[config.mk]
export PLATFORM = sky130hd
export DESIGN_NAME = uart_rx_tx_ring_buffers_flat
export DESIGN_NICKNAME = d
export VERILOG_FILES = /design/src/rtl/urtb_pkg.sv /design/src/rtl/urtb_if.sv /design/src/rtl/uart_rx_tx_ring_buffers.sv /design/src/rtl/urtb_ctrl.sv /design/src/rtl/urtb_dp.sv /design/src/flat_wrapper.sv
export SDC_FILE = /design/constraint.sdc
export NUM_CORES = 2
export LEC_CHECK = 0
export ABC_CLOCK_PERIOD_IN_PS = 4700
export BUFFER_PORTS_ARGS = -buffer_cell sky130_fd_sc_hd__buf_4
export CAP_MARGIN = 20
export CORE_MARGIN = 2
export CORE_UTILIZATION = 63
export DETAILED_ROUTE_END_ITERATION = 12
export PLACE_DENSITY = 0.76
export SLEW_MARGIN = 40
export SYNTH_ARGS = -nofsm -noshare
export SYNTH_HDL_FRONTEND = slang
export SYNTH_HIERARCHICAL = 1
export SYNTH_SLANG_ARGS = --single-unit
[constraint.sdc]
create_clock -name clk -period 4.7 [get_ports clk]
set_clock_uncertainty 0.05 [all_clocks]
set_input_delay 0.47 -clock clk [delete_from_list [all_inputs] [get_ports clk]]
set_output_delay 0.47 -clock clk [all_outputs]
set_load 0.01 [all_outputs]
[src/rtl/urtb_pkg.sv]
// Package for the uart receive/transmit ring buffer block.
// Holds request codes, controller state type, control structs and default sizes.
// No dependencies.
package urtb_pkg;

	// default fifo depths
	localparam int RX_DEPTH_DEF = 16;
	localparam int TX_DEPTH_DEF = 256;

	// payload widths
	localparam int BYTE_W     = 8;
	localparam int REQ_TYPE_W = 3;

	// request codes carried on req_type
	typedef enum logic [REQ_TYPE_W-1:0] {
		REQ_HOST_SEND   = 3'd0,
		REQ_HOST_RECV   = 3'd1,
		REQ_LINE_BYTE   = 3'd2,
		REQ_TX_READY    = 3'd3,
		REQ_TX_COMPLETE = 3'd4
	} req_kind_t;

	// controller states
	typedef enum logic {
		ST_IDLE = 1'b0,
		ST_EXEC = 1'b1
	} ctrl_state_t;

	// controller to datapath commands
	typedef struct packed {
		logic capture;
		logic execute;
	} ctrl_cmd_t;

	// datapath to controller status
	typedef struct packed {
		logic out_busy;
		logic out_taken;
	} dp_status_t;

endpackage

[src/rtl/urtb_if.sv]
// Valid/ready channel interfaces for the uart ring buffer block.
// Depends on urtb_pkg for payload widths.
interface urtb_req_if
	import urtb_pkg::*;
();
	logic                  valid;
	logic                  ready;
	logic [REQ_TYPE_W-1:0] req_type;
	logic [BYTE_W-1:0]     data_byte;
	logic                  rx_error;

	modport source (output valid, req_type, data_byte, rx_error, input ready);
	modport sink   (input valid, req_type, data_byte, rx_error, output ready);
endinterface

interface urtb_rsp_if
	import urtb_pkg::*;
();
	logic              valid;
	logic              ready;
	logic              accepted;
	logic [BYTE_W-1:0] host_byte;
	logic              line_send;
	logic [BYTE_W-1:0] line_byte;
	logic              tx_event_enabled;
	logic              tx_done;

	modport source (output valid, accepted, host_byte, line_send, line_byte,
		tx_event_enabled, tx_done, input ready);
	modport sink   (input valid, accepted, host_byte, line_send, line_byte,
		tx_event_enabled, tx_done, output ready);
endinterface

[src/rtl/uart_rx_tx_ring_buffers.sv]
// Top level of the uart receive/transmit ring buffer block.
// Instantiates urtb_ctrl and urtb_dp; depends on urtb_pkg and urtb_if.
//
// Usage:
//   req is a valid/ready channel; each transaction is one event: host send,
//   host receive, line byte received, transmitter ready or transmit complete.
//   rsp is a valid/ready channel that returns exactly one result per event:
//   accept flag, popped host byte, byte for the line, and the transmitter
//   event enable and transmit-done flags as they stand after the event.
// Sequence:
//   an event is taken in the capture cycle, in which both fifo memories are read
//   at their read pointers into registers; in the execute state, once the result
//   register is free, pointers, flags and memory are updated and the result
//   register is loaded, which also sets rsp valid. No new event is taken before
//   that, as the registered memory read comes ahead of the update.
// Reset:
//   arst_n clears pointers, full flags, the event enable and the done flag;
//   fifo contents are not cleared and need no clearing pass.
// Stall:
//   a result waits in the output register while rsp.ready is low; one more
//   event is still taken and then holds until the result register drains.
module uart_rx_tx_ring_buffers
	import urtb_pkg::*;
#(
	parameter int RxDepth = RX_DEPTH_DEF,
	parameter int TxDepth = TX_DEPTH_DEF
) (
	input  logic  clk,
	input  logic  arst_n,
	urtb_req_if.sink   req,
	urtb_rsp_if.source rsp
);

	ctrl_cmd_t  cmd;
	dp_status_t status;

	// controller
	urtb_ctrl u_ctrl (
		.clk      (clk),
		.arst_n   (arst_n),
		.in_valid (req.valid),
		.in_ready (req.ready),
		.status   (status),
		.cmd      (cmd)
	);

	// datapath
	urtb_dp #(
		.RxDepth (RxDepth),
		.TxDepth (TxDepth)
	) u_dp (
		.clk              (clk),
		.arst_n           (arst_n),
		.cmd              (cmd),
		.status           (status),
		.req_type         (req.req_type),
		.data_byte        (req.data_byte),
		.rx_error         (req.rx_error),
		.out_valid        (rsp.valid),
		.out_ready        (rsp.ready),
		.accepted         (rsp.accepted),
		.host_byte        (rsp.host_byte),
		.line_send        (rsp.line_send),
		.line_byte        (rsp.line_byte),
		.tx_event_enabled (rsp.tx_event_enabled),
		.tx_done          (rsp.tx_done)
	);

endmodule

[src/rtl/urtb_ctrl.sv]
// Controller state machine for the uart ring buffer block.
// Sequences capture and execute of one transaction; depends on urtb_pkg.
module urtb_ctrl
	import urtb_pkg::*;
(
	input  logic       clk,
	input  logic       arst_n,
	input  logic       in_valid,
	output logic       in_ready,
	input  dp_status_t status,
	output ctrl_cmd_t  cmd
);

	ctrl_state_t state_q;
	ctrl_state_t state_next;
	logic        out_free;

	// result register can take a new result this cycle
	assign out_free = !status.out_busy || status.out_taken;

	// state register
	always_ff @(posedge clk or negedge arst_n) begin
		if (!arst_n) begin
			state_q <= ST_IDLE;
		end else begin
			state_q <= state_next;
		end
	end

	// next state
	always_comb begin
		state_next = state_q;
		case (state_q)
			ST_IDLE: begin
				if (in_valid) begin
					state_next = ST_EXEC;
				end
			end
			ST_EXEC: begin
				if (out_free) begin
					state_next = ST_IDLE;
				end
			end
			default: begin
				state_next = ST_IDLE;
			end
		endcase
	end

	// outputs
	always_comb begin
		in_ready    = 1'b0;
		cmd.capture = 1'b0;
		cmd.execute = 1'b0;
		case (state_q)
			ST_IDLE: begin
				in_ready    = 1'b1;
				cmd.capture = in_valid;
			end
			ST_EXEC: begin
				cmd.execute = out_free;
			end
			default: begin
				in_ready = 1'b0;
			end
		endcase
	end

endmodule

[src/rtl/urtb_dp.sv]
// Datapath for the uart ring buffer block: both fifo memories, pointers,
// flags and the result register. Depends on urtb_pkg.
module urtb_dp
	import urtb_pkg::*;
#(
	parameter int RxDepth = RX_DEPTH_DEF,
	parameter int TxDepth = TX_DEPTH_DEF
) (
	input  logic                  clk,
	input  logic                  arst_n,
	input  ctrl_cmd_t             cmd,
	output dp_status_t            status,
	input  logic [REQ_TYPE_W-1:0] req_type,
	input  logic [BYTE_W-1:0]     data_byte,
	input  logic                  rx_error,
	output logic                  out_valid,
	input  logic                  out_ready,
	output logic                  accepted,
	output logic [BYTE_W-1:0]     host_byte,
	output logic                  line_send,
	output logic [BYTE_W-1:0]     line_byte,
	output logic                  tx_event_enabled,
	output logic                  tx_done
);

	localparam int RX_AW = $clog2(RxDepth);
	localparam int TX_AW = $clog2(TxDepth);
	localparam logic [RX_AW-1:0] RX_LAST = RX_AW'(RxDepth - 1);
	localparam logic [TX_AW-1:0] TX_LAST = TX_AW'(TxDepth - 1);

	// fifo memories
	logic [BYTE_W-1:0] rx_mem [RxDepth];
	logic [BYTE_W-1:0] tx_mem [TxDepth];
	logic [BYTE_W-1:0] rx_rdata_q;
	logic [BYTE_W-1:0] tx_rdata_q;

	// captured request
	logic [REQ_TYPE_W-1:0] req_type_q;
	logic [BYTE_W-1:0]     data_q;
	logic                  err_q;

	// pointers and flags
	logic [RX_AW-1:0] rx_rd_ptr_q, rx_wr_ptr_q;
	logic [TX_AW-1:0] tx_rd_ptr_q, tx_wr_ptr_q;
	logic             rx_full_q, tx_full_q, tx_en_q, tx_done_q;

	// next values
	logic [RX_AW-1:0]  rx_rd_ptr_n, rx_wr_ptr_n, rx_rd_inc, rx_wr_inc;
	logic [TX_AW-1:0]  tx_rd_ptr_n, tx_wr_ptr_n, tx_rd_inc, tx_wr_inc;
	logic              rx_full_n, tx_full_n, tx_en_n, tx_done_n;
	logic              rx_we, tx_we, rx_empty, tx_empty;
	logic              acc_n, lsend_n;
	logic [BYTE_W-1:0] hbyte_n, lbyte_n;

	// result register
	logic              out_valid_q;
	logic              acc_q, lsend_q;
	logic [BYTE_W-1:0] hbyte_q, lbyte_q;

	assign status.out_busy  = out_valid_q;
	assign status.out_taken = out_valid_q && out_ready;

	// capture request and read both fifos at their read pointers
	always_ff @(posedge clk) begin
		if (cmd.capture) begin
			req_type_q <= req_type;
			data_q     <= data_byte;
			err_q      <= rx_error;
			rx_rdata_q <= rx_mem[rx_rd_ptr_q];
			tx_rdata_q <= tx_mem[tx_rd_ptr_q];
		end
	end

	// memory writes
	always_ff @(posedge clk) begin
		if (cmd.execute && rx_we) begin
			rx_mem[rx_wr_ptr_q] <= data_q;
		end
		if (cmd.execute && tx_we) begin
			tx_mem[tx_wr_ptr_q] <= data_q;
		end
	end

	// wrapping pointer increments
	assign rx_rd_inc = (rx_rd_ptr_q == RX_LAST) ? '0 : rx_rd_ptr_q + RX_AW'(1);
	assign rx_wr_inc = (rx_wr_ptr_q == RX_LAST) ? '0 : rx_wr_ptr_q + RX_AW'(1);
	assign tx_rd_inc = (tx_rd_ptr_q == TX_LAST) ? '0 : tx_rd_ptr_q + TX_AW'(1);
	assign tx_wr_inc = (tx_wr_ptr_q == TX_LAST) ? '0 : tx_wr_ptr_q + TX_AW'(1);
	assign rx_empty  = (rx_rd_ptr_q == rx_wr_ptr_q) && !rx_full_q;
	assign tx_empty  = (tx_rd_ptr_q == tx_wr_ptr_q) && !tx_full_q;

	// event decode
	always_comb begin
		rx_rd_ptr_n = rx_rd_ptr_q;
		rx_wr_ptr_n = rx_wr_ptr_q;
		rx_full_n   = rx_full_q;
		tx_rd_ptr_n = tx_rd_ptr_q;
		tx_wr_ptr_n = tx_wr_ptr_q;
		tx_full_n   = tx_full_q;
		tx_en_n     = tx_en_q;
		tx_done_n   = tx_done_q;
		rx_we       = 1'b0;
		tx_we       = 1'b0;
		acc_n       = 1'b0;
		lsend_n     = 1'b0;
		hbyte_n     = '0;
		lbyte_n     = '0;
		case (req_type_q)
			REQ_HOST_SEND: begin
				if (!tx_full_q) begin
					tx_we       = 1'b1;
					tx_wr_ptr_n = tx_wr_inc;
					tx_full_n   = (tx_wr_inc == tx_rd_ptr_q);
					tx_done_n   = 1'b0;
					tx_en_n     = 1'b1;
					acc_n       = 1'b1;
				end
			end
			REQ_HOST_RECV: begin
				if (!rx_empty) begin
					hbyte_n     = rx_rdata_q;
					rx_rd_ptr_n = rx_rd_inc;
					rx_full_n   = 1'b0;
					acc_n       = 1'b1;
				end
			end
			REQ_LINE_BYTE: begin
				if (!err_q && !rx_full_q) begin
					rx_we       = 1'b1;
					rx_wr_ptr_n = rx_wr_inc;
					rx_full_n   = (rx_wr_inc == rx_rd_ptr_q);
				end
			end
			REQ_TX_READY: begin
				if (tx_en_q) begin
					if (!tx_empty) begin
						lbyte_n     = tx_rdata_q;
						tx_rd_ptr_n = tx_rd_inc;
						tx_full_n   = 1'b0;
						lsend_n     = 1'b1;
					end else begin
						tx_en_n = 1'b0;
					end
				end
			end
			REQ_TX_COMPLETE: begin
				tx_done_n = 1'b1;
			end
			default: begin
				acc_n = 1'b0;
			end
		endcase
	end

	// control state
	always_ff @(posedge clk or negedge arst_n) begin
		if (!arst_n) begin
			rx_rd_ptr_q <= '0;
			rx_wr_ptr_q <= '0;
			rx_full_q   <= 1'b0;
			tx_rd_ptr_q <= '0;
			tx_wr_ptr_q <= '0;
			tx_full_q   <= 1'b0;
			tx_en_q     <= 1'b0;
			tx_done_q   <= 1'b0;
			out_valid_q <= 1'b0;
		end else begin
			if (cmd.execute) begin
				rx_rd_ptr_q <= rx_rd_ptr_n;
				rx_wr_ptr_q <= rx_wr_ptr_n;
				rx_full_q   <= rx_full_n;
				tx_rd_ptr_q <= tx_rd_ptr_n;
				tx_wr_ptr_q <= tx_wr_ptr_n;
				tx_full_q   <= tx_full_n;
				tx_en_q     <= tx_en_n;
				tx_done_q   <= tx_done_n;
				out_valid_q <= 1'b1;
			end else if (out_ready) begin
				out_valid_q <= 1'b0;
			end
		end
	end

	// result payload
	always_ff @(posedge clk) begin
		if (cmd.execute) begin
			acc_q   <= acc_n;
			hbyte_q <= hbyte_n;
			lsend_q <= lsend_n;
			lbyte_q <= lbyte_n;
		end
	end

	assign out_valid        = out_valid_q;
	assign accepted         = acc_q;
	assign host_byte        = hbyte_q;
	assign line_send        = lsend_q;
	assign line_byte        = lbyte_q;
	assign tx_event_enabled = tx_en_q;
	assign tx_done          = tx_done_q;

endmodule

[src/flat_wrapper.sv]
// flat-port wrapper written by rule: the top's interface ports become plain ports
module uart_rx_tx_ring_buffers_flat import urtb_pkg::*;
#(
	parameter int RxDepth = RX_DEPTH_DEF,
	parameter int TxDepth = TX_DEPTH_DEF
)
  (clk, arst_n, req_valid, req_req_type, req_data_byte, req_rx_error, req_ready, rsp_valid, rsp_accepted, rsp_host_byte, rsp_line_send, rsp_line_byte, rsp_tx_event_enabled, rsp_tx_done, rsp_ready);
  urtb_req_if req_i ();
  urtb_rsp_if rsp_i ();
  input  logic clk;
  input  logic arst_n;
  input wire logic [$bits(req_i.valid)-1:0] req_valid;
  input wire logic [$bits(req_i.req_type)-1:0] req_req_type;
  input wire logic [$bits(req_i.data_byte)-1:0] req_data_byte;
  input wire logic [$bits(req_i.rx_error)-1:0] req_rx_error;
  output wire logic [$bits(req_i.ready)-1:0] req_ready;
  output wire logic [$bits(rsp_i.valid)-1:0] rsp_valid;
  output wire logic [$bits(rsp_i.accepted)-1:0] rsp_accepted;
  output wire logic [$bits(rsp_i.host_byte)-1:0] rsp_host_byte;
  output wire logic [$bits(rsp_i.line_send)-1:0] rsp_line_send;
  output wire logic [$bits(rsp_i.line_byte)-1:0] rsp_line_byte;
  output wire logic [$bits(rsp_i.tx_event_enabled)-1:0] rsp_tx_event_enabled;
  output wire logic [$bits(rsp_i.tx_done)-1:0] rsp_tx_done;
  input wire logic [$bits(rsp_i.ready)-1:0] rsp_ready;
  assign req_i.valid = req_valid;
  assign req_i.req_type = req_req_type;
  assign req_i.data_byte = req_data_byte;
  assign req_i.rx_error = req_rx_error;
  assign req_ready = req_i.ready;
  assign rsp_valid = rsp_i.valid;
  assign rsp_accepted = rsp_i.accepted;
  assign rsp_host_byte = rsp_i.host_byte;
  assign rsp_line_send = rsp_i.line_send;
  assign rsp_line_byte = rsp_i.line_byte;
  assign rsp_tx_event_enabled = rsp_i.tx_event_enabled;
  assign rsp_tx_done = rsp_i.tx_done;
  assign rsp_i.ready = rsp_ready;
  uart_rx_tx_ring_buffers #(.RxDepth(RxDepth), .TxDepth(TxDepth)) u_core (.clk(clk), .arst_n(arst_n), .req(req_i), .rsp(rsp_i));
endmodule
==> flow_metrics.env <==
export IMPL_p_leak_nw=30.0
export IMPL_nNetsFinal=4484
export IMPL_pin_count=38
export IMPL_rsz0062_at_grt="no"
export IMPL_ys_flop_type="edfxtp_1"
export IMPL_core_area_um2=140000
export IMPL_wl_per_cell_um=36.3
export IMPL_h_tree_depth=4
export IMPL_routed_wirelength_mm=237
export IMPL_power_mw=44.8
export IMPL_synth_distinct_cells=91
export IMPL_cts_tree="done"
export IMPL_path_clk_slew_ns=0.07
export IMPL_die_y_um=379
export IMPL_globalRouteOverflowTotal=0
export IMPL_slew_violations=0
export IMPL_synthCells=4258
export IMPL_tightest_slew_ns=0.951
export IMPL_grt_use_total=0.335
export IMPL_comb_power_share=0.109
export IMPL_switching_power_mw=10.6
export IMPL_drc=0
export IMPL_die_w_um=379
export IMPL_cap_violations=0
export IMPL_fmax_ghz=0.239
export IMPL_synth_cell_area_um2=88700
export IMPL_cp_max_fo=30
export IMPL_synth_edf_count=2222
export IMPL_gp_congestion=0.946
export IMPL_grt_pass1_vias=45600
export IMPL_peakVddDrop_mv=0.354
export IMPL_drtIter0Drc=8578
export IMPL_areaGrowthSynthToFinish_pct=11.3
export IMPL_p_int_mw=34.2
export IMPL_die_area_um2=144000
export IMPL_grt_start_max_net_pins=177
export IMPL_ctsResizeCount=0
export IMPL_antenna_found_initial=13
export IMPL_synth_nets=4284
export IMPL_cts_path_max_buffers=3
export IMPL_hold_path_class="input port to async pin"
export IMPL_vias=47000
export IMPL_synth_seq_cells=2252
export IMPL_fin_tns_setup_ns=0
export IMPL_critPathKind="register to register"
export IMPL_end_kind="register"
export IMPL_ant_nets=0
export IMPL_slew_headroom=0.364
export IMPL_viasPerCell=7.20
export IMPL_clk_latency_ns=0.85
export IMPL_critPathRequiredTime_ns=5.20
export IMPL_start_kind="register"
export IMPL_setup_viol_count_final=0
export IMPL_syn_avg_cell_area_um2=20.8
export IMPL_post_route_period_util=0.889
export IMPL_yosysWarnings=6
export IMPL_grt_first_pass_wirelength_mm=336
export IMPL_p_clk_frac=0.372
export IMPL_power_density_nw_per_um2=454
export IMPL_worstPathArrival_ns=4.68
export IMPL_async_flop_share=0.0133
export IMPL_nFillCells=8049
export IMPL_cts_root_buffer="clkbuf_16"
export IMPL_seq_area_frac_synth=0.761
export IMPL_status="finished clean"
export IMPL_drive_gt1_frac=0.251
export IMPL_fin_crit_ns=4.18
export IMPL_clkSinkCount=2252
export IMPL_p_seq_frac=0.519
export IMPL_timing_hold_violations_final=0
export IMPL_swShare=0.237
export IMPL_placementRows=137
export IMPL_hpwlAfterDp_mm=143
export IMPL_drtPass1Iterations=6
export IMPL_initial_core_util=0.635
export IMPL_numCtsBuffers=214
export IMPL_port_buffers=37
sequential cells by signal (all words and copies together) (netlist names):
name                          cells
u_core/u_dp/tx_event_enabled      1
u_core/u_dp/rx_full_q             1
u_core/u_dp/tx_full_q             1
u_core/u_dp/tx_rd_ptr_q           8
u_core/u_ctrl/state_q             1
u_core/u_dp/host_byte             8
u_core/u_dp/line_send             1
u_core/u_dp/rx_wr_ptr_q           4
u_core/u_dp/tx_wr_ptr_q           8
u_core/u_dp/tx_done               1
u_core/u_dp/accepted              1
u_core/u_dp/tx_mem             2048
u_core/u_dp/tx_rdata_q            8
u_core/u_dp/rx_rd_ptr_q           4
u_core/u_dp/req_type_q            3
u_core/u_dp/rx_rdata_q            8
u_core/u_dp/out_valid             1
u_core/u_dp/rx_mem              128
u_core/u_dp/data_q                8
u_core/u_dp/err_q                 1
u_core/u_dp/line_byte             8
power by group through the flow:
stage                     clock network (mW)  registers [mW]  logic [mW]
after floorplan                            0            24.1        2.80
after global placement                     0            23.7        4.55
after detailed placement                   0            23.7        4.74
after CTS                               16.8            23.3        4.80
after global routing                    17.5            23.3        5.08
final                                   16.7            23.3        4.86
layout by cell type, fill, tap and decap left out, drive strengths merged, types with 27 or more instances in the layout:
| cell | Yosys | layout |
|---|---|---|
| o21ai | 43 | 43 |
| buf | 157 | 229 |
| a221oi | 55 | 55 |
| clkbuf | 103 | 260 |
| nor2 | 310 | 310 |
| dfrtp | 30 | 30 |
| clkinv | 3 | 112 |
| nand2 | 123 | 123 |
| mux2i | 181 | 181 |
| a21oi | 59 | 59 |
| and2 | 42 | 42 |
| o22ai | 27 | 27 |
| a22oi | 36 | 36 |
| edfxtp | 2222 | 2222 |
| mux4 | 496 | 496 |
| nand3 | 34 | 34 |
per-stage QoR:
stage	instances	worst slack (ns)	util	cell area (um2)	hold slack, ns
after global placement	6090	0.510	0.653	91200	0.406
after floorplan	4258	0.383	-	88700	0.124
after detailed placement	6100	0.755	0.655	91500	0.409
after global routing	6515	0.561	0.707	98700	0.0888
final	6521	0.522	0.707	98700	0.0788
after CTS	6512	0.724	0.705	98400	0.0279
Yosys cell counts, types with 6 or more instances:
cell	instances	area, um2
mux4_1	21	552
a211oi_1	23	173
and3_1	13	81.3
o211ai_1	14	105
buf_6	27	304
o21ai_1	8	40.0
buf_8	12	180
xor2_1	16	140
ha_1	10	125
mux2i_1	181	1810
nand4_1	8	50.1
a311oi_1	7	61.3
a21o_1	7	52.6
xnor2_1	16	140
clkbuf_8	14	193
o221ai_1	22	193
o21ai_0	35	175
a22o_1	13	114
a21oi_1	59	295
nor3_1	25	125
buf_12	17	340
a22oi_1	36	270
a221oi_1	50	438
buf_1	10	37.5
nor2_1	310	1160
o22ai_1	27	169
buf_4	33	248
a2111oi_0	6	52.6
nand2b_1	11	68.8
nor2b_1	12	75.1
and2_1	40	250
inv_1	17	63.8
clkbuf_1	86	323
buf_2	58	290
nand2_1	121	454
a31oi_1	9	56.3
o32ai_1	7	61.3
dfrtp_1	30	751
mux2_2	15	169
edfxtp_1	2222	66700
nand3_1	34	170
mux4_2	475	10700
critical path, cell delays in order (launching register included):
cell,delay [ns]
dfrtp_4,1.00
buf_4,0.31
buf_4,0.21
mux4_2,0.52
a22o_1,0.24
a221oi_1,0.61
o22ai_1,0.19
nor3_1,0.58
o32ai_1,0.16
layer usage:
layer,wire length [um],part of all wire,GRT usage,up-vias
li1,-,-,-,18100
met4,12400,0.053,0.154,20
met2,107000,0.45,0.489,3965
met3,34000,0.14,0.104,770
met1,82900,0.35,0.469,24100
met5,303,0.0013,0,-
worst paths after layout:
check	start	slack, ns	to	cells after the start
min in group clk	req_rx_error	0.29	u_core/u_dp/err_q$_DFFE_PP_	2
max reg2reg	u_core/u_dp/tx_rd_ptr_q[0]$_DFFE_PN0P_	0.52	u_core/u_dp/tx_rdata_q[3]$_DFFE_PP_	8
max	u_core/u_dp/tx_rd_ptr_q[0]$_DFFE_PN0P_	0.52	u_core/u_dp/tx_rdata_q[3]$_DFFE_PP_	8
min reg2reg	u_core/u_dp/tx_done$_DFFE_PN0P_	0.46	u_core/u_dp/tx_done$_DFFE_PN0P_	1
max in group asynchronous	arst_n	4.12	u_core/u_dp/tx_rd_ptr_q[3]$_DFFE_PN0P_	2
min	arst_n	0.08	u_core/u_dp/out_valid$_DFFE_PN0P_	2
area by class of cell:
class	count	area [um2]	share of cell area
sequential	2252	67500	0.684
antenna	6	15.0	0.000152
clock inverter	137	1190	0.0121
clock buffer	260	5590	0.0566
inverter	20	77.6	0.000786
tap	1876	2350	0.0238
multi-input combinational	1726	19600	0.198
timing repair buffer	244	2450	0.0248
what timing repair did:
action / in CTS / in global routing
hold buffers: 15 / 0
hold endpoints to repair: 49 / 0
buffers inserted: 0 / 0
setup endpoints to repair: 0 / 0
logic make-up (layout without fill, tap and decap cells):
kind of cell | Yosys count | count (layout) | synth area share
DFF | 2252 | 2252 | 0.761
buffers and inverters | 280 | 661 | 0.0227
xor gates and xnor gates | 32 | 32 | 0.00316
muxes | 692 | 692 | 0.149
AOI/OAI and AO/OA | 386 | 386 | 0.0326
other | 0 | 6 | 0
and+or+nand+nor | 606 | 606 | 0.0303
adders and majority gates | 10 | 10 | 0.00141
No activity file was read; power rests on OpenSTA's default activity.
